<file path="src/rtl/erg_pkg.sv">
// ----------------------------------------------------------------------------
// Euclidean rhythm generator package
// Shared payload types, controller states and the command and status bundles
// that join the controller to the datapath.
// ----------------------------------------------------------------------------
package erg_pkg;

  // Fixed field widths of the request and result beats.
  localparam int STEP_W = 5;
  localparam int POS_W  = 4;

  // Request beat: pattern length and number of pulses.
  typedef struct packed {
    logic [STEP_W-1:0] step_count;
    logic [STEP_W-1:0] beat_count;
  } erg_req_t;

  // Result beat: one step of the pattern.
  typedef struct packed {
    logic             pulse;
    logic [POS_W-1:0] position;
    logic             last;
  } erg_rsp_t;

  // Controller states.
  typedef enum logic [1:0] {
    ST_IDLE,
    ST_CHECK,
    ST_DIVIDE,
    ST_EXPAND
  } erg_state_t;

  // Commands from the controller to the datapath.
  typedef struct packed {
    logic load;        // latch a new request
    logic div_start;   // start one Euclid division
    logic div_commit;  // store quotient and remainder, advance level
    logic div_finish;  // store final level and seed the expansion stack
    logic expand;      // perform one expansion step
  } erg_cmd_t;

  // Status from the datapath to the controller.
  typedef struct packed {
    logic req_empty;   // the pending request has zero steps
    logic div_more;    // another division level is needed
    logic div_done;    // the divider has a result
    logic stack_empty; // expansion is complete
    logic step_emits;  // the next expansion step produces a result
    logic out_free;    // the output register can take a result
  } erg_status_t;

endpackage

</file>
<file path="src/rtl/erg_if.sv">
// ----------------------------------------------------------------------------
// Euclidean rhythm generator channels
// Valid/ready channels for request beats and result beats.
// ----------------------------------------------------------------------------
interface erg_req_if import erg_pkg::*; ();
  logic     valid;
  logic     ready;
  erg_req_t payload;

  modport source (output valid, output payload, input ready);
  modport sink   (input valid, input payload, output ready);
endinterface

interface erg_rsp_if import erg_pkg::*; ();
  logic     valid;
  logic     ready;
  erg_rsp_t payload;

  modport source (output valid, output payload, input ready);
  modport sink   (input valid, input payload, output ready);
endinterface

</file>
<file path="src/rtl/euclidean_rhythm_generator.sv">
// Flow: after a request beat is taken, the controller checks each level and runs
// one Euclid division per level that needs one, then performs one expansion step
// per cycle, with a result beat registered on each step that emits one; a step
// that emits waits while the output register is full. One request at a time.
// Reset: synchronous, active high; clears the controller, stack and result valid.
// ----------------------------------------------------------------------------
// Euclidean rhythm generator
// Builds a Bjorklund rhythm from a step and beat count and streams one result
// beat per step, marking the final one.
// ----------------------------------------------------------------------------
module euclidean_rhythm_generator import erg_pkg::*; #(
  parameter int MAX_STEPS  = 16,
  parameter int MAX_LEVELS = 16
) (
  input logic       clk,
  input logic       rst,
  erg_req_if.sink   req,
  erg_rsp_if.source rsp
);

  erg_cmd_t    cmd;
  erg_status_t st;
  logic        req_ready;
  logic        rsp_valid;
  erg_rsp_t    rsp_data;

  // Sequencer.
  erg_ctrl u_ctrl (
    .clk       (clk),
    .rst       (rst),
    .req_valid (req.valid),
    .req_ready (req_ready),
    .st        (st),
    .cmd       (cmd)
  );

  // Tables, divider, stack and output register.
  erg_dp #(
    .MAX_STEPS  (MAX_STEPS),
    .MAX_LEVELS (MAX_LEVELS)
  ) u_dp (
    .clk       (clk),
    .rst       (rst),
    .cmd       (cmd),
    .st        (st),
    .req_data  (req.payload),
    .rsp_ready (rsp.ready),
    .rsp_valid (rsp_valid),
    .rsp_data  (rsp_data)
  );

  // Channel hookup.
  assign req.ready   = req_ready;
  assign rsp.valid   = rsp_valid;
  assign rsp.payload = rsp_data;

endmodule

</file>
<file path="src/rtl/erg_div.sv">
// ----------------------------------------------------------------------------
// Euclidean rhythm generator divider
// Restoring unsigned divider, one quotient bit per cycle.
// ----------------------------------------------------------------------------
module erg_div #(
  parameter int W = 5
) (
  input  logic         clk,
  input  logic         rst,
  input  logic         start,
  input  logic [W-1:0] dividend,
  input  logic [W-1:0] divisor,
  output logic         done,
  output logic [W-1:0] quot,
  output logic [W-1:0] rem
);

  localparam int CW = $clog2(W);

  logic          busy;
  logic [CW-1:0] cnt;
  logic [W-1:0]  q;
  logic [W-1:0]  r;
  logic [W-1:0]  b;
  logic [W:0]    r_sh;
  logic [W:0]    diff;
  logic          ge;

  // Shift in the next dividend bit and trial-subtract the divisor.
  always_comb begin
    r_sh = {r, q[W-1]};
    diff = r_sh - {1'b0, b};
    ge   = (r_sh >= {1'b0, b});
  end

  // Control: busy flag, bit counter and the done pulse.
  always_ff @(posedge clk) begin
    if (rst) begin
      busy <= 1'b0;
      done <= 1'b0;
      cnt  <= '0;
    end else begin
      done <= 1'b0;
      if (start) begin
        busy <= 1'b1;
        cnt  <= '0;
      end else if (busy) begin
        cnt <= cnt + CW'(1);
        if (cnt == CW'(W - 1)) begin
          busy <= 1'b0;
          done <= 1'b1;
        end
      end
    end
  end

  // Datapath: partial remainder and quotient shift register.
  always_ff @(posedge clk) begin
    if (start) begin
      q <= dividend;
      r <= '0;
      b <= divisor;
    end else if (busy) begin
      q <= {q[W-2:0], ge};
      r <= ge ? diff[W-1:0] : r_sh[W-1:0];
    end
  end

  assign quot = q;
  assign rem  = r;

endmodule

</file>
<file path="src/rtl/erg_dp.sv">
// ----------------------------------------------------------------------------
// Euclidean rhythm generator datapath
// Level tables, Euclid division, expansion stack and the result register.
// ----------------------------------------------------------------------------
module erg_dp import erg_pkg::*; #(
  parameter int MAX_STEPS  = 16,
  parameter int MAX_LEVELS = 16
) (
  input  logic        clk,
  input  logic        rst,
  input  erg_cmd_t    cmd,
  output erg_status_t st,
  input  erg_req_t    req_data,
  input  logic        rsp_ready,
  output logic        rsp_valid,
  output erg_rsp_t    rsp_data
);

  localparam int W   = $clog2(MAX_STEPS + 1);
  localparam int LW  = $clog2(MAX_LEVELS);
  localparam int SPW = $clog2(MAX_LEVELS + 1);

  // Per-level tables and the expansion stack.
  logic [W-1:0]   level_counts     [MAX_LEVELS];
  logic [W-1:0]   level_remainders [MAX_LEVELS];
  logic [LW-1:0]  stack_level      [MAX_LEVELS];
  logic [W-1:0]   stack_iter       [MAX_LEVELS];
  logic [SPW-1:0] stack_top;

  // Request and division state.
  logic [W-1:0]  steps;
  logic [W-1:0]  running_divisor;
  logic [W-1:0]  rem_cur;
  logic [LW-1:0] lvl;
  logic [W-1:0]  emit_index;

  // Request decode.
  logic [W-1:0] steps_in;
  logic [W-1:0] beats_in;

  // Expansion step decode.
  logic [SPW-1:0] top_m1;
  logic [LW-1:0]  top_idx;
  logic [LW-1:0]  cur;
  logic [W-1:0]   it;
  logic [W-1:0]   cnt;
  logic [W-1:0]   rm;
  logic           rep;
  logic           step_emits;
  logic           emit_bit;
  logic           push_child;
  logic           replace_top;
  logic           emit;

  // Divider.
  logic         div_done;
  logic [W-1:0] div_quot;
  logic [W-1:0] div_rem;

  erg_div #(.W(W)) u_div (
    .clk      (clk),
    .rst      (rst),
    .start    (cmd.div_start),
    .dividend (running_divisor),
    .divisor  (rem_cur),
    .done     (div_done),
    .quot     (div_quot),
    .rem      (div_rem)
  );

  // Saturate the step count and clamp the beat count to it.
  always_comb begin
    if (int'(req_data.step_count) > MAX_STEPS) begin
      steps_in = W'(MAX_STEPS);
    end else begin
      steps_in = W'(req_data.step_count);
    end
    if (int'(req_data.beat_count) > int'(steps_in)) begin
      beats_in = steps_in;
    end else begin
      beats_in = W'(req_data.beat_count);
    end
  end

  // Decode the top stack frame. A child at level -1 is a rest and at level -2
  // a pulse; deeper children are pushed as new frames or replace the finished top frame.
  always_comb begin
    top_m1      = stack_top - SPW'(1);
    top_idx     = top_m1[LW-1:0];
    cur         = stack_level[top_idx];
    it          = stack_iter[top_idx];
    cnt         = level_counts[cur];
    rm          = level_remainders[cur];
    rep         = (it < cnt);
    step_emits  = rep ? (cur == '0) : ((rm != '0) && (cur <= LW'(1)));
    emit_bit    = !rep && (cur == '0);
    push_child  = rep && (cur != '0) && (stack_top < SPW'(MAX_LEVELS));
    replace_top = !rep && (rm != '0) && (cur > LW'(1));
    emit        = cmd.expand && step_emits;
  end

  // Status toward the controller.
  always_comb begin
    st.req_empty   = (steps_in == '0);
    st.div_more    = (rem_cur > W'(1)) && (lvl != LW'(MAX_LEVELS - 1));
    st.div_done    = div_done;
    st.stack_empty = (stack_top == '0);
    st.step_emits  = step_emits;
    st.out_free    = !rsp_valid || rsp_ready;
  end

  // Request, division and table registers.
  always_ff @(posedge clk) begin
    if (cmd.load) begin
      steps           <= steps_in;
      running_divisor <= steps_in - beats_in;
      rem_cur         <= beats_in;
      lvl             <= '0;
    end
    if (cmd.div_commit) begin
      level_counts[lvl]     <= div_quot;
      level_remainders[lvl] <= rem_cur;
      rem_cur               <= div_rem;
      running_divisor       <= rem_cur;
      lvl                   <= lvl + LW'(1);
    end
    if (cmd.div_finish) begin
      level_counts[lvl]     <= running_divisor;
      level_remainders[lvl] <= rem_cur;
      stack_level[0]        <= lvl;
      stack_iter[0]         <= '0;
    end
    if (cmd.expand) begin
      if (rep) begin
        stack_iter[top_idx] <= it + W'(1);
      end
      if (push_child) begin
        stack_level[stack_top[LW-1:0]] <= cur - LW'(1);
        stack_iter[stack_top[LW-1:0]]  <= '0;
      end
      if (replace_top) begin
        stack_level[top_idx] <= cur - LW'(2);
        stack_iter[top_idx]  <= '0;
      end
    end
    if (emit) begin
      rsp_data.pulse    <= emit_bit;
      rsp_data.position <= POS_W'(emit_index);
      rsp_data.last     <= (emit_index == steps - W'(1));
    end
  end

  // Stack pointer, emit counter and result valid.
  always_ff @(posedge clk) begin
    if (rst) begin
      stack_top  <= '0;
      emit_index <= '0;
      rsp_valid  <= 1'b0;
    end else begin
      if (cmd.load) begin
        stack_top  <= '0;
        emit_index <= '0;
      end else if (cmd.div_finish) begin
        stack_top <= SPW'(1);
      end else if (cmd.expand) begin
        if (push_child) begin
          stack_top <= stack_top + SPW'(1);
        end else if (!rep && !replace_top) begin
          stack_top <= top_m1;
        end
      end
      if (emit) begin
        emit_index <= emit_index + W'(1);
        rsp_valid  <= 1'b1;
      end else if (rsp_ready) begin
        rsp_valid <= 1'b0;
      end
    end
  end

  // A result is only produced when the output register can take it.
  a_emit_room: assert property (@(posedge clk) disable iff (rst)
    emit |-> st.out_free)
    else $error("result produced while output register is occupied");

  // The expansion stack never grows past its depth.
  a_stack_bound: assert property (@(posedge clk) disable iff (rst)
    stack_top <= SPW'(MAX_LEVELS))
    else $error("expansion stack overflow");

  // A finished divide is followed by a commit on the same cycle.
  a_div_commit: assert property (@(posedge clk) disable iff (rst)
    div_done |-> cmd.div_commit)
    else $error("divider result not consumed");

endmodule

</file>
<file path="src/rtl/erg_ctrl.sv">
// ----------------------------------------------------------------------------
// Euclidean rhythm generator controller
// Sequences request load, Euclid divisions and pattern expansion.
// ----------------------------------------------------------------------------
module erg_ctrl import erg_pkg::*; (
  input  logic        clk,
  input  logic        rst,
  input  logic        req_valid,
  output logic        req_ready,
  input  erg_status_t st,
  output erg_cmd_t    cmd
);

  erg_state_t state;
  erg_state_t state_next;

  // State register.
  always_ff @(posedge clk) begin
    if (rst) begin
      state <= ST_IDLE;
    end else begin
      state <= state_next;
    end
  end

  // Next state and commands.
  always_comb begin
    state_next = state;
    req_ready  = 1'b0;
    cmd        = '0;
    unique case (state)
      ST_IDLE: begin
        req_ready = 1'b1;
        if (req_valid) begin
          cmd.load   = 1'b1;
          state_next = st.req_empty ? ST_IDLE : ST_CHECK;
        end
      end
      ST_CHECK: begin
        if (st.div_more) begin
          cmd.div_start = 1'b1;
          state_next    = ST_DIVIDE;
        end else begin
          cmd.div_finish = 1'b1;
          state_next     = ST_EXPAND;
        end
      end
      ST_DIVIDE: begin
        if (st.div_done) begin
          cmd.div_commit = 1'b1;
          state_next     = ST_CHECK;
        end
      end
      ST_EXPAND: begin
        if (st.stack_empty) begin
          state_next = ST_IDLE;
        end else if (!st.step_emits || st.out_free) begin
          cmd.expand = 1'b1;
        end
      end
      default: begin
        state_next = ST_IDLE;
      end
    endcase
  end

  // The divider only reports a result while a divide is under way.
  a_done_in_divide: assert property (@(posedge clk) disable iff (rst)
    st.div_done |-> state == ST_DIVIDE)
    else $error("divider done outside divide state");

  // Between requests the expansion stack is empty.
  a_idle_empty: assert property (@(posedge clk) disable iff (rst)
    state == ST_IDLE |-> st.stack_empty)
    else $error("stack not empty while idle");

  // A request is taken only from idle, and then work starts or ends at once.
  a_load_next: assert property (@(posedge clk) disable iff (rst)
    cmd.load && !st.req_empty |=> state == ST_CHECK)
    else $error("request load did not start division");

endmodule

</file>
<file path="src/flat_wrapper.sv">
// flat-port wrapper written by rule: the top's interface ports become plain ports
module euclidean_rhythm_generator_flat import erg_pkg::*;
#(
  parameter int MAX_STEPS  = 16,
  parameter int MAX_LEVELS = 16
)
  (clk, rst, req_valid, req_payload, req_ready, rsp_valid, rsp_payload, rsp_ready);
  erg_req_if req_i ();
  erg_rsp_if rsp_i ();
  input logic clk;
  input logic rst;
  input wire logic [$bits(req_i.valid)-1:0] req_valid;
  input wire logic [$bits(req_i.payload)-1:0] req_payload;
  output wire logic [$bits(req_i.ready)-1:0] req_ready;
  output wire logic [$bits(rsp_i.valid)-1:0] rsp_valid;
  output wire logic [$bits(rsp_i.payload)-1:0] rsp_payload;
  input wire logic [$bits(rsp_i.ready)-1:0] rsp_ready;
  assign req_i.valid = req_valid;
  assign req_i.payload = req_payload;
  assign req_ready = req_i.ready;
  assign rsp_valid = rsp_i.valid;
  assign rsp_payload = rsp_i.payload;
  assign rsp_i.ready = rsp_ready;
  euclidean_rhythm_generator #(.MAX_STEPS(MAX_STEPS), .MAX_LEVELS(MAX_LEVELS)) u_core (.clk(clk), .rst(rst), .req(req_i), .rsp(rsp_i));
endmodule
</file>
<file path="config.mk">
export PLATFORM = sky130hd
export DESIGN_NAME = euclidean_rhythm_generator_flat
export DESIGN_NICKNAME = d
export VERILOG_FILES = /design/src/rtl/erg_pkg.sv /design/src/rtl/erg_if.sv /design/src/rtl/euclidean_rhythm_generator.sv /design/src/rtl/erg_div.sv /design/src/rtl/erg_dp.sv /design/src/rtl/erg_ctrl.sv /design/src/flat_wrapper.sv
export SDC_FILE = /design/constraint.sdc
export NUM_CORES = 1
export LEC_CHECK = 0
export BUFFER_PORTS_ARGS = -buffer_cell sky130_fd_sc_hd__clkbuf_2
export CORE_ASPECT_RATIO = 0.8
export CORE_MARGIN = 2
export CORE_UTILIZATION = 55
export CTS_BUF_LIST = sky130_fd_sc_hd__clkbuf_16
export DETAILED_ROUTE_END_ITERATION = 10
export PLACE_DENSITY = 0.69
export SLEW_MARGIN = 30
export SYNTH_ARGS = -nofsm -noshare
export SYNTH_HDL_FRONTEND = slang
export SYNTH_SLANG_ARGS = --single-unit
</file>
<file path="constraint.sdc">
create_clock -name clk -period 22.7 [get_ports clk]
set_input_delay 4.54 -clock clk [delete_from_list [all_inputs] [get_ports clk]]
set_output_delay 4.54 -clock clk [all_outputs]
set_load 0.02 [all_outputs]
</file>
== Word level (Yosys, flattened, before mapping) ==
Memories as Yosys holds them, arrays and structs flattened.
Index checks and enable logic that the tools add are counted.

* Flip-flop bits (word level): 58
* RAM bits: 304
* Input port bits: 14
* Output and inout bits: 8
* Word-level logic and storage cells: 159
* Memories: 4

* $add $sub $neg: 11
* Magnitude comparators: 8
* Equal/unequal tests: 9
* Multiplexer cells: 67
* Bitwise gates (word level): 4
* Reductions and logical operators: 38

{| class="wikitable"
|+ Memories
! name !! depth !! width !! read ports !! clocked after memory_dff !! wr ports !! line !! RTL
|-
| u_core.u_dp.level_counts || 16 || 5 || 1 || 0 || 1 || erg_dp.sv:24 || <nowiki>logic [W-1:0] level_counts [MAX_LEVELS];</nowiki>
|-
| u_core.u_dp.level_remainders || 16 || 5 || 1 || 0 || 1 || erg_dp.sv:25 || <nowiki>logic [W-1:0] level_remainders [MAX_LEVELS];</nowiki>
|-
| u_core.u_dp.stack_iter || 16 || 5 || 1 || 0 || 2 || erg_dp.sv:27 || <nowiki>logic [W-1:0] stack_iter [MAX_LEVELS];</nowiki>
|-
| u_core.u_dp.stack_level || 16 || 4 || 1 || 0 || 1 || erg_dp.sv:26 || <nowiki>logic [LW-1:0] stack_level [MAX_LEVELS];</nowiki>
|}

{| class="wikitable"
|+ Operators by type and width
! kind !! count
|-
| 2-to-1 mux 5 bit || 17
|-
| 2-to-1 mux 1 bit || 39
|-
| 2-to-1 mux 4 bit || 7
|-
| adder 5 x 1 -> 5 bit (second input constant) || 3
|-
| nonzero test 2 bit || 6
|-
| zero test 5 bit || 2
|-
| subtractor 5 x 1 -> 5 bit (second input constant) || 2
|-
| subtractor 5 bit || 2
|-
| logical AND 1 bit || 9
|-
| case mux 2 bit (4 select lines) || 1
|-
| OR reduction 4 bit || 2
|-
| >= comparator 6 x 5 -> 1 bit || 1
|-
| 2-to-1 mux 2 bit || 3
|-
| OR reduction 3 bit || 2
|-
| == test 5 bit || 1
|-
| greater-than comparator 5 x 1 -> 1 bit (second input constant) || 1
|-
| greater-than comparator 5 bit || 1
|-
| greater-than comparator 5 bit (second input constant) || 1
|-
| < comparator 5 bit || 1
|-
| < comparator 5 bit (second input constant) || 1
|-
| nonzero test 5 bit || 1
|-
| OR reduction 5 bit || 1
|-
| adder 4 x 1 -> 4 bit (second input constant) || 1
|-
| == test 2 bit (second input constant) || 2
|-
| other kinds (21) || 30
|}

== Depth between registers and ports, before layout ==
Gate-level depths: netlist of run 1.
An unclocked memory read counts as a cell.

* Depth after elaboration: 16
* Depth in mapped cells: 32
* Gate-level depth less buffers: 21

== By module ==
A second synthesis of run 1 with hierarchy kept.

* Cells, all modules: 1180
* Area total of the unflattened synthesis: 16572.1 µm²

{| class="wikitable"
|+ Modules (own cells, without submodules)
! module !! instances !! cells each !! area an instance (µm²) !! sequential area each (µm²)
|-
| erg_dp || 1 || 1065 || 15378.5 || 9298.9
|-
| erg_div || 1 || 96 || 1028.5 || 500.5
|-
| erg_ctrl || 1 || 19 || 165.2 || 40.0
|}

== Least setup slack after synthesis of run 1 ==
OpenSTA, ideal clock, no wires.

* Path kind: register to register
* Start point: reg u_core.u_dp.stack_top[0]
* End point: mem u_core.u_dp.stack_level[0][1] (netlist bit), data pin
* Setup time: 330 ps
* Arrival: 7171 ps
* Data required time: 22370 ps
* Slack: 15199 ps
* Cell stages (with the launch flop): 31
* Buffers on the path: 11
* Clock period less this slack: 7501 ps
* Path through: dfxtp_1 -> buf_2 -> buf_2 -> buf_2 -> buf_2 -> buf_2 -> inv_1 -> ha_1 -> clkbuf_1 -> buf_2 -> mux4_2 -> mux2_2 -> nor2_1 -> nor2_1 -> inv_1 -> buf_2 -> buf_1 -> clkbuf_1 -> nand3_1 -> o211ai_1 -> o21ai_0 -> ha_1 -> a21o_1 -> a21o_1 -> a221oi_1 -> o31a_1 -> o211ai_1 -> nor2_1 -> buf_2 -> mux2i_1 -> o21ai_0

* Cells in the longest elaborated chain, start to end: 16
* Elaborated cells between the ends (all ways): 37
* Those cells by class: 3 x add/sub; 4 x order compare; 12 x mux; 14 x reduce/logical; 4 x memory

{| class="wikitable"
|+ RTL lines
! item !! line !! RTL
|-
| start, declared || erg_dp.sv:28 || <nowiki>logic [SPW-1:0] stack_top;</nowiki>
|-
| start signal, assigned || erg_dp.sv:167 || <nowiki>stack_top <= stack_top + SPW'(1);</nowiki>
|-
| start signal, assigned || erg_dp.sv:169 || <nowiki>stack_top <= top_m1;</nowiki>
|-
| branches (longest 15 deep; another with subtractor 5 x 1 -> 5 bit) || - ||
|-
| 2-to-1 mux 4 bit (no line) (*) || - ||
|-
| end, declared || erg_dp.sv:26 ||
|}

Mark *: on every way between the ends.

== Worst setup path after layout of run 1 ==
* Start point: reg u_core.u_dp.stack_top[1]
* End point: mem u_core.u_dp.stack_level[1][2] (netlist bit), enable pin

* Cells in the longest elaborated chain, start to end: 16
* Elaborated cells between the ends (all ways): 37
* Those cells by class: 1 x add/sub; 4 x order compare; 14 x mux; 14 x reduce/logical; 4 x memory

{| class="wikitable"
|+ RTL lines
! item
|-
| branches (longest 16 deep; another with subtractor 5 x 1 -> 5 bit)
|}

Parallel ways; which one is timed is not known.

==> results of run 1 <==
[metrics by stage]
step / total power, mW / utilization, % / cells / instance area (µm²)
2_1_floorplan: 0.8192 / - / 1393 / 16570
3_3_place_gp: 0.8513 / 57.79 / 1767 / 17050
6_report: 1.409 / 61.69 / 1832 / 18200
5_1_grt: 1.455 / 61.69 / 1832 / 18200
3_5_place_dp: 0.8545 / 57.84 / 1767 / 17060
4_1_cts: 1.416 / 61.61 / 1832 / 18170
[per-layer routing]
metal,wire length (µm),vias up,GRT usage [%]
met5,0,-,0
met4,763,0,6.596
met3,3669,67,5.295
met2,17750,524,37.05
met1,18440,5594,40.85
li1,-,5247,-
[synth_stat cells (8+ instances only)]
cell type | number | area, µm²
inv_1 | 33 | 123.9
xnor2_1 | 9 | 78.83
or4_1 | 14 | 105.1
mux2i_1 | 33 | 330.3
nor2_1 | 85 | 319.1
buf_2 | 25 | 125.1
nand2_1 | 184 | 690.7
mux4_2 | 38 | 855.8
edfxtp_1 | 259 | 7777
a31oi_1 | 11 | 68.82
a21o_1 | 8 | 60.06
xor2_1 | 9 | 78.83
a21oi_1 | 69 | 345.3
nand4_1 | 12 | 75.07
nand2b_1 | 14 | 87.58
nand3_1 | 80 | 400.4
dfxtp_1 | 103 | 2062
a211oi_1 | 13 | 97.59
clkbuf_1 | 42 | 157.7
nor3_1 | 43 | 215.2
nor2b_1 | 11 | 68.82
and3_1 | 10 | 62.56
ha_1 | 35 | 437.9
o21ai_0 | 80 | 400.4
mux2_2 | 18 | 202.7
o211ai_1 | 20 | 150.1
[worst max-delay path, cell delays in order, from the launching register on]
cell	delay (ns)
dfxtp_1	0.60
inv_1	0.19
ha_2	0.35
buf_4	0.55
mux4_2	0.42
and3_1	0.21
a211oi_1	0.41
nor2_2	0.29
inv_2	0.55
nand3_1	0.20
nand3_1	0.20
o21ai_0	0.11
o21ai_0	0.25
ha_1	0.30
a21o_1	0.18
a21o_1	0.17
a221oi_1	0.23
o31a_1	0.23
o211a_1	0.75
mux2i_1	0.38
o221ai_1	0.32
nor3_1	0.74
[cell families (layout without fill, tap and decap cells)]
kind of cell	count (synthesis)	after routing
AND/OR/NAND/NOR	503	503
flip-flops	362	362
AO/OA/AOI/OAI	267	267
buffers and inverters	113	146
multiplexers	91	91
adder cells (fa/ha/maj)	37	37
XOR/XNOR	20	20
[sequential cells by signal, summed over array words and instances (netlist names), 6 cells and up]
name                          cells
u_core.u_dp.level_counts         80
u_core.u_dp.level_remainders     80
u_core.u_dp.stack_iter           80
u_core.u_dp.stack_level          64
u_core.u_dp.rsp_data              6
[worst max path at each step]
stage / startpoint / end / slack, ns / cells after the start
2_1_floorplan: u_core.u_dp.stack_top[0] / u_core.u_dp.stack_level[0][1] / 15.20 / 30
3_3_place_gp: req_payload[9] / u_core.u_dp.running_divisor[4] / 15.04 / 17
3_5_place_dp: u_core.u_dp.stack_top[1] / u_core.u_dp.stack_level[1][2] / 14.90 / 21
4_1_cts: u_core.u_dp.stack_top[1] / u_core.u_dp.stack_level[1][1] / 14.89 / 21
5_1_grt: u_core.u_dp.stack_top[1] / u_core.u_dp.stack_level[2][2] / 14.21 / 21
6_report: u_core.u_dp.stack_top[1] / u_core.u_dp.stack_level[1][2] / 14.64 / 21
[cells in the final DEF, fill, tap and decap left out, types with 18 or more instances in the layout]
cell type and count:
edfxtp_1 259, nand2_1 184, dfxtp_1 101, nand3_1 80, o21ai_0 78, nor2_1 76
a21oi_1 68, nor3_1 39, mux4_2 38, clkbuf_16 37, inv_1 36, ha_1 34
mux2i_1 32, buf_4 25, clkbuf_2 21, o211ai_1 20, mux2_2 18
[cell type report]
cell class,instances,area [µm²],area share [%]
clock buffer,37,925.9,5.088
clock inverter,28,186.4,1.024
timing repair buffer,46,292.8,1.609
tap,406,508.0,2.791
inverter,35,131.4,0.7219
multi-input combinational,918,6312,34.69
sequential,362,9842,54.08
[power by group through the flow]
stage | Combinational [mW] | Clock (mW) | Sequential, mW
final | 0.0952 | 0.566 | 0.747
after global routing | 0.106 | 0.600 | 0.749
after CTS | 0.0941 | 0.575 | 0.747
after detailed placement | 0.0934 | 0 | 0.761
after global placement | 0.0900 | 0 | 0.761
after floorplan | 0.0687 | 0 | 0.750
==> run metrics, run 1 <==
Synth Net Count=roughly 1400; area delta synth->final=9.807%; Ant. Diodes=0; Vias=between 10000 and 15000; share of cells above drive strength 1=between 10 and 15%; Post-Synth Adder-Cell Area=~2.9%; I/O pin count=22; final setup vio count=0; Final Max Tran Viols=0; EDFF count, synth=259; P_sw=roughly 330 µW; vias in the first global route=~11000; VDD IR-drop max=0.07933 mV; WP data arrival=8.23 ns; Final Net Count=1451; Synth Flop Type=edfxtp_1; cell area after synthesis=between 0.015 and 0.02 mm²; clock skew=0.02076 ns; worst-case clock buffer depth=3; pre-CTS setup slack=14.90 ns; Buffers on Ports=21; Clk pin slew, worst setup/hold paths=0.06 ns; Post-Synth Simple-Gate Area=~15%; H-tree levels=2; Setup CP Type=flop to flop; Cells after Synth=about 1400; wire per inst=about 22 µm; Max-Cap Viols=0; Die Span Y=159.3 µm; TritonRoute pass-1 iters=7; share of power burned in registers=between 50% and 60%; headroom to the max-slew limit=32.56%; final worst-path cycle share=roughly 35%; final wirelength=between 40000 and 50000 µm; CTS buffer count=37; capture point of the worst reg-to-reg path=u_core.u_dp.stack_level[1][2]; die area=between 0.03 and 0.04 mm²; slew at the pin with the worst max-slew slack=roughly 1.0 ns; Core ar.=around 0.029 mm²; post-layout min period=approximately 8.1 ns; status=complete, no violations; initial DRC count=about 1100; Worst R2R Start=u_core.u_dp.stack_top[1]; routability-driven placement congestion ratio=approximately 0.84; DR vias/cell=6.240; crit-path max FO=51; largest net degree at the start of global routing=between 50 and 60; gr ovfl total=0; Clk pwr share=40.2%; unique cell type count in the Yosys netlist=slightly below 80; clock root buffer=clkbuf_16; final setup margin=14.64 ns; yosys synthesis warning count=0; Post-CTS Resized=0; Hold Path Stages=2; P_leak=between 6 and 7 nW; Comb power frac=under 10%; register area share after synthesis=59.37%; CTS Hold Bufs=0; largest family of logic cells by synthesized area=simple AND/OR/NAND/NOR gates; DP HPWL=between 20000 and 30000 µm; final hold viol count=0; hold path start=u_core.u_dp.stack_iter[13][4]; Max Fclk=approximately 120 MHz; endpoint class of the critical path=flop; # clock sinks=between 300 and 400; syn_area_per_cell=roughly 12 µm²; Filler cells=around 2300; #FFs+latches synth=roughly 360; worst reg2reg setup slack=between 10 and 15 ns; Hold EP=u_core.u_dp.stack_iter[13][4]; DRT antenna net count=0; Post-CTS Setup Bufs=0; TritonCTS clock tree=yes; detailed-route DRC error count=0; mux cell area share after synthesis=under 10%; P_int=roughly 1.1 mW; setup TNS=0 ns; Total GRT Usage=around a quarter; row count=56; Compound-Gate Fraction of Synth Area=a little over a tenth; P per Cell Area=77.42 mW/mm²; worst endpoint required time=22.88 ns; Initial Util=56.18%; switch share=a little under a quarter; RSZ-0062 raised after global routing=false; first-pass GRT wire length=about 62000 µm; initial antenna violation count=0; Async SR Flop Fraction=0%; worst min path class=flop to flop; worst hold slack=~0.46 ns; clock latency on the worst-skew pair=0.55 ns; r2r worst-path depth=21; width of the die=approximately 200 µm; Startpoint Class=flop; area share of xor/xnor cells in the synthesized design=between 1 and 1.5%
(Power assumes the default switching activity.)
==> inputs of run 2 (changes only) <==
Settings changed: ABC_AREA set to 1.
Clock period 22.7 ns to 8.44 ns, I/O delays scaled along.
==> run 2 against run 1 <==
- combinational power rose to 5.3 times the previous value
- sequential share of layout area is 0.35 points higher
- non-clock buffer count up 1
- critical path depth grew 7
- critical path type unchanged
- critical endpoint is now u_core.u_dp.stack_level[4][2]
- largest cell class unchanged
- highest routed layer unchanged
==> run metrics, run 2 <==
H-tree levels=2 (unchanged); final setup vio count=0 (unchanged); slew at the pin with the worst max-slew slack=1.048 ns (was 1.005 ns); gr ovfl total=0 (unchanged); Post-CTS Setup Bufs=0 (unchanged); area delta synth->final=8.606% (was 9.807%); CTS Hold Bufs=0 (unchanged); setup TNS=0 ns (unchanged); commonest non-fill, non-tap cell in the layout=nand2_1 (was edfxtp_1); endpoint class of the critical path=flop (unchanged); first-pass GRT wire length=63620 µm (was 62490 µm); Worst R2R Start=u_core.u_dp.stack_top[0] (was u_core.u_dp.stack_top[1]); vias in the first global route=11680 (was 10560); #FFs+latches synth=362 (unchanged); CTS buffer count=37 (unchanged); worst-case clock buffer depth=3 (unchanged); worst min path class=flop to flop (unchanged); critical path's slowest cell=inv_4 (was o211a_1); unique cell type count in the Yosys netlist=52 (was 79); Max Fclk=150.8 MHz (was 124.1 MHz); RSZ-0062 raised after global routing=false (unchanged); Hold EP=u_core.u_dp.stack_iter[0][2] (was u_core.u_dp.stack_iter[13][4]); initial DRC count=1283 (was 1133); TritonRoute pass-1 iters=9 (was 7); P per Cell Area=230.6 mW/mm² (was 77.42 mW/mm²); final wirelength=39780 µm (was 40630 µm); DP HPWL=25700 µm (was 27120 µm); Total GRT Usage=25.54% (was 26.06%); yosys synthesis warning count=0 (unchanged); Async SR Flop Fraction=0% (unchanged); Vias=12520 (was 11430); final hold viol count=0 (unchanged); Initial Util=56.30% (was 56.18%); headroom to the max-slew limit=29.90% (was 32.56%); wire per inst=18.42 µm (was 22.18 µm); Largest regs=u_core.u_dp.level_counts (80), u_core.u_dp.level_remainders (80), u_core.u_dp.stack_iter (80) (unchanged); detailed-route DRC error count=0 (unchanged); worst reg2reg setup slack=1.81 ns (was 14.64 ns); width of the die=198.5 µm (was 198.1 µm); die area=0.03168 mm² (was 0.03155 mm²); worst endpoint required time=8.63 ns (was 22.88 ns); Critical Path Source=u_core.u_dp.stack_top[0] (was u_core.u_dp.stack_top[1]); Synth Flop Type=edfxtp_1 (unchanged); VDD IR-drop max=0.2320 mV (was 0.07933 mV); post-synth top area cell=edfxtp_1 (unchanged); top cells by area, synth=edfxtp_1 (47%), dfxtp_1 (12%), nand2_1 (8.6%) (was edfxtp_1 (47%), dfxtp_1 (12%), mux4_2 (5.2%)); syn_area_per_cell=9.600 µm² (was 11.90 µm²); status=complete, no violations (unchanged); Clk pin slew, worst setup/hold paths=0.06 ns (about the same); worst hold slack=0.4536 ns (was 0.4570 ns); slowest cell delay on critical path=0.59 ns (was 0.75 ns); final worst-path cycle share=78.55% (was 35.49%); # clock sinks=362 (unchanged); Area after DPL=0.01694 mm² (was 0.01706 mm²); Final Max Tran Viols=0 (unchanged); clock latency on the worst-skew pair=0.54 ns (was 0.55 ns); synth cell count leaders=nand2_1 (383), edfxtp_1 (259), nand3_1 (215), nor2_1 (184), a21oi_1 (124) (was edfxtp_1 (259), nand2_1 (184), dfxtp_1 (103), nor2_1 (85)); DRT antenna net count=0 (unchanged); Filler cells=2502 (was 2321); clock root buffer=clkbuf_16 (unchanged); EDFF count, synth=259 (unchanged); multi-input logic area=0.005927 mm² (was 0.006312 mm²); final core occ=61.15% (was 61.69%); Yosys top cell area share=46.72% (was 46.93%); FF+latch area=0.009841 mm² (was 0.009842 mm²); capture point of the worst reg-to-reg path=u_core.u_dp.stack_level[4][2] (was u_core.u_dp.stack_level[1][2]); row count=56 (unchanged); routability-driven placement congestion ratio=0.8968 (was 0.8440); Synth Net Count=1785 (was 1444); most frequent cells in the layout=nand2_1 (383), edfxtp_1 (259), nand3_1 (215) (was edfxtp_1 (259), nand2_1 (184), dfxtp_1 (101)); Max-Cap Viols=0 (unchanged); Startpoint Class=flop (unchanged); Final Net Count=1777 (was 1451); TritonCTS clock tree=yes (unchanged); I/O pin count=22 (unchanged); Post-Layout Inst Area=0.01808 mm² (was 0.01820 mm²); Ant. Diodes=0 (unchanged); clock skew=0.02115 ns (was 0.02076 ns); r2r worst-path depth=28 (was 21); DR vias/cell=5.797 (was 6.240); cell area after synthesis=0.01665 mm² (was 0.01657 mm²); Post-CTS Resized=0 (unchanged); Hold Path Stages=2 (unchanged); hold path start=u_core.u_dp.stack_iter[0][2] (was u_core.u_dp.stack_iter[13][4]); Buffers on Ports=21 (unchanged); cell repeated most along the worst path=nand2_1; Die Span Y=159.6 µm (was 159.3 µm); register area share after synthesis=59.11% (was 59.37%); Core ar.=0.02957 mm² (was 0.02950 mm²); Cells after Synth=1734 (was 1393); share of cells above drive strength 1=8.899% (was 14.38%); WP data arrival=6.82 ns (was 8.23 ns); P_leak=7.176 nW (was 6.276 nW); initial antenna violation count=0 (unchanged); Setup CP Type=flop to flop (unchanged); leading cell type by number of instances after synthesis=nand2_1 (was edfxtp_1); largest net degree at the start of global routing=82 (was 54); crit-path max FO=81 (was 51); post-layout min period=6.629 ns (was 8.057 ns)
run 2: critical path, delay by kind of cell, from the launching register on:
family	cells	cell delay (ns)
AOI/OAI and AO/OA	3	0.54
adders and majority gates	2	0.75
buffers and inverters	5	1.76
DFF	1	0.33
and+or+nand+nor	18	2.85
run 2: area by class of cell:
type	count	area share (%)
Clock inverter	27	0.8581
Inverter	98	2.062
Clock buffer	39	5.398
Tap cell	406	2.810
Sequential cell	362	54.43
Multi-Input combinational cell	1180	32.78
Timing Repair Buffer	47	1.661
run 2: logic make-up after synthesis:
family,synth area share (%)
flip-flops,59.11
buffers and inverters,5.411
AND/OR/NAND/NOR,22.21
adder cells (fa/ha/maj),2.871
AO/OA/AOI/OAI,9.245
XOR/XNOR,1.157
run 2: per-stage QoR:
stage	setup WS, ns	total power, mW	cells
2_1_floorplan	3.086	2.485	1734
3_3_place_gp	2.192	2.644	2093
3_5_place_dp	1.928	2.663	2093
4_1_cts	1.858	4.179	2159
5_1_grt	1.161	4.332	2159
6_report	1.811	4.169	2159
run 2: how the worst max path moves through the flow:
stage                                          end  slack (ns)  cells after the start
CTS                  u_core.u_dp.stack_level[2][3]        1.86                     28
detailed placement   u_core.u_dp.stack_level[2][0]        1.93                     28
global placement    u_core.u_dp.stack_level[10][2]        2.19                     28
floorplan            u_core.u_dp.stack_level[0][3]        3.09                     31
finish               u_core.u_dp.stack_level[4][2]        1.81                     28
global route         u_core.u_dp.stack_level[2][2]        1.16                     28
run 2: power by group:
group / total (mW) / internal [mW] / switching, mW
Sequential: 2.13 / 2.06 / 0.0718
Combinational: 0.503 / 0.154 / 0.349
Clock: 1.53 / 0.867 / 0.666
run 2: routing by layer:
metal	routed length, µm	GRT usage, %	up-vias
met4	690	6.581	0
li1	-	-	5990
met5	0	0	-
met2	17100	37.34	545
met1	18600	39.47	5917
met3	3390	4.414	63
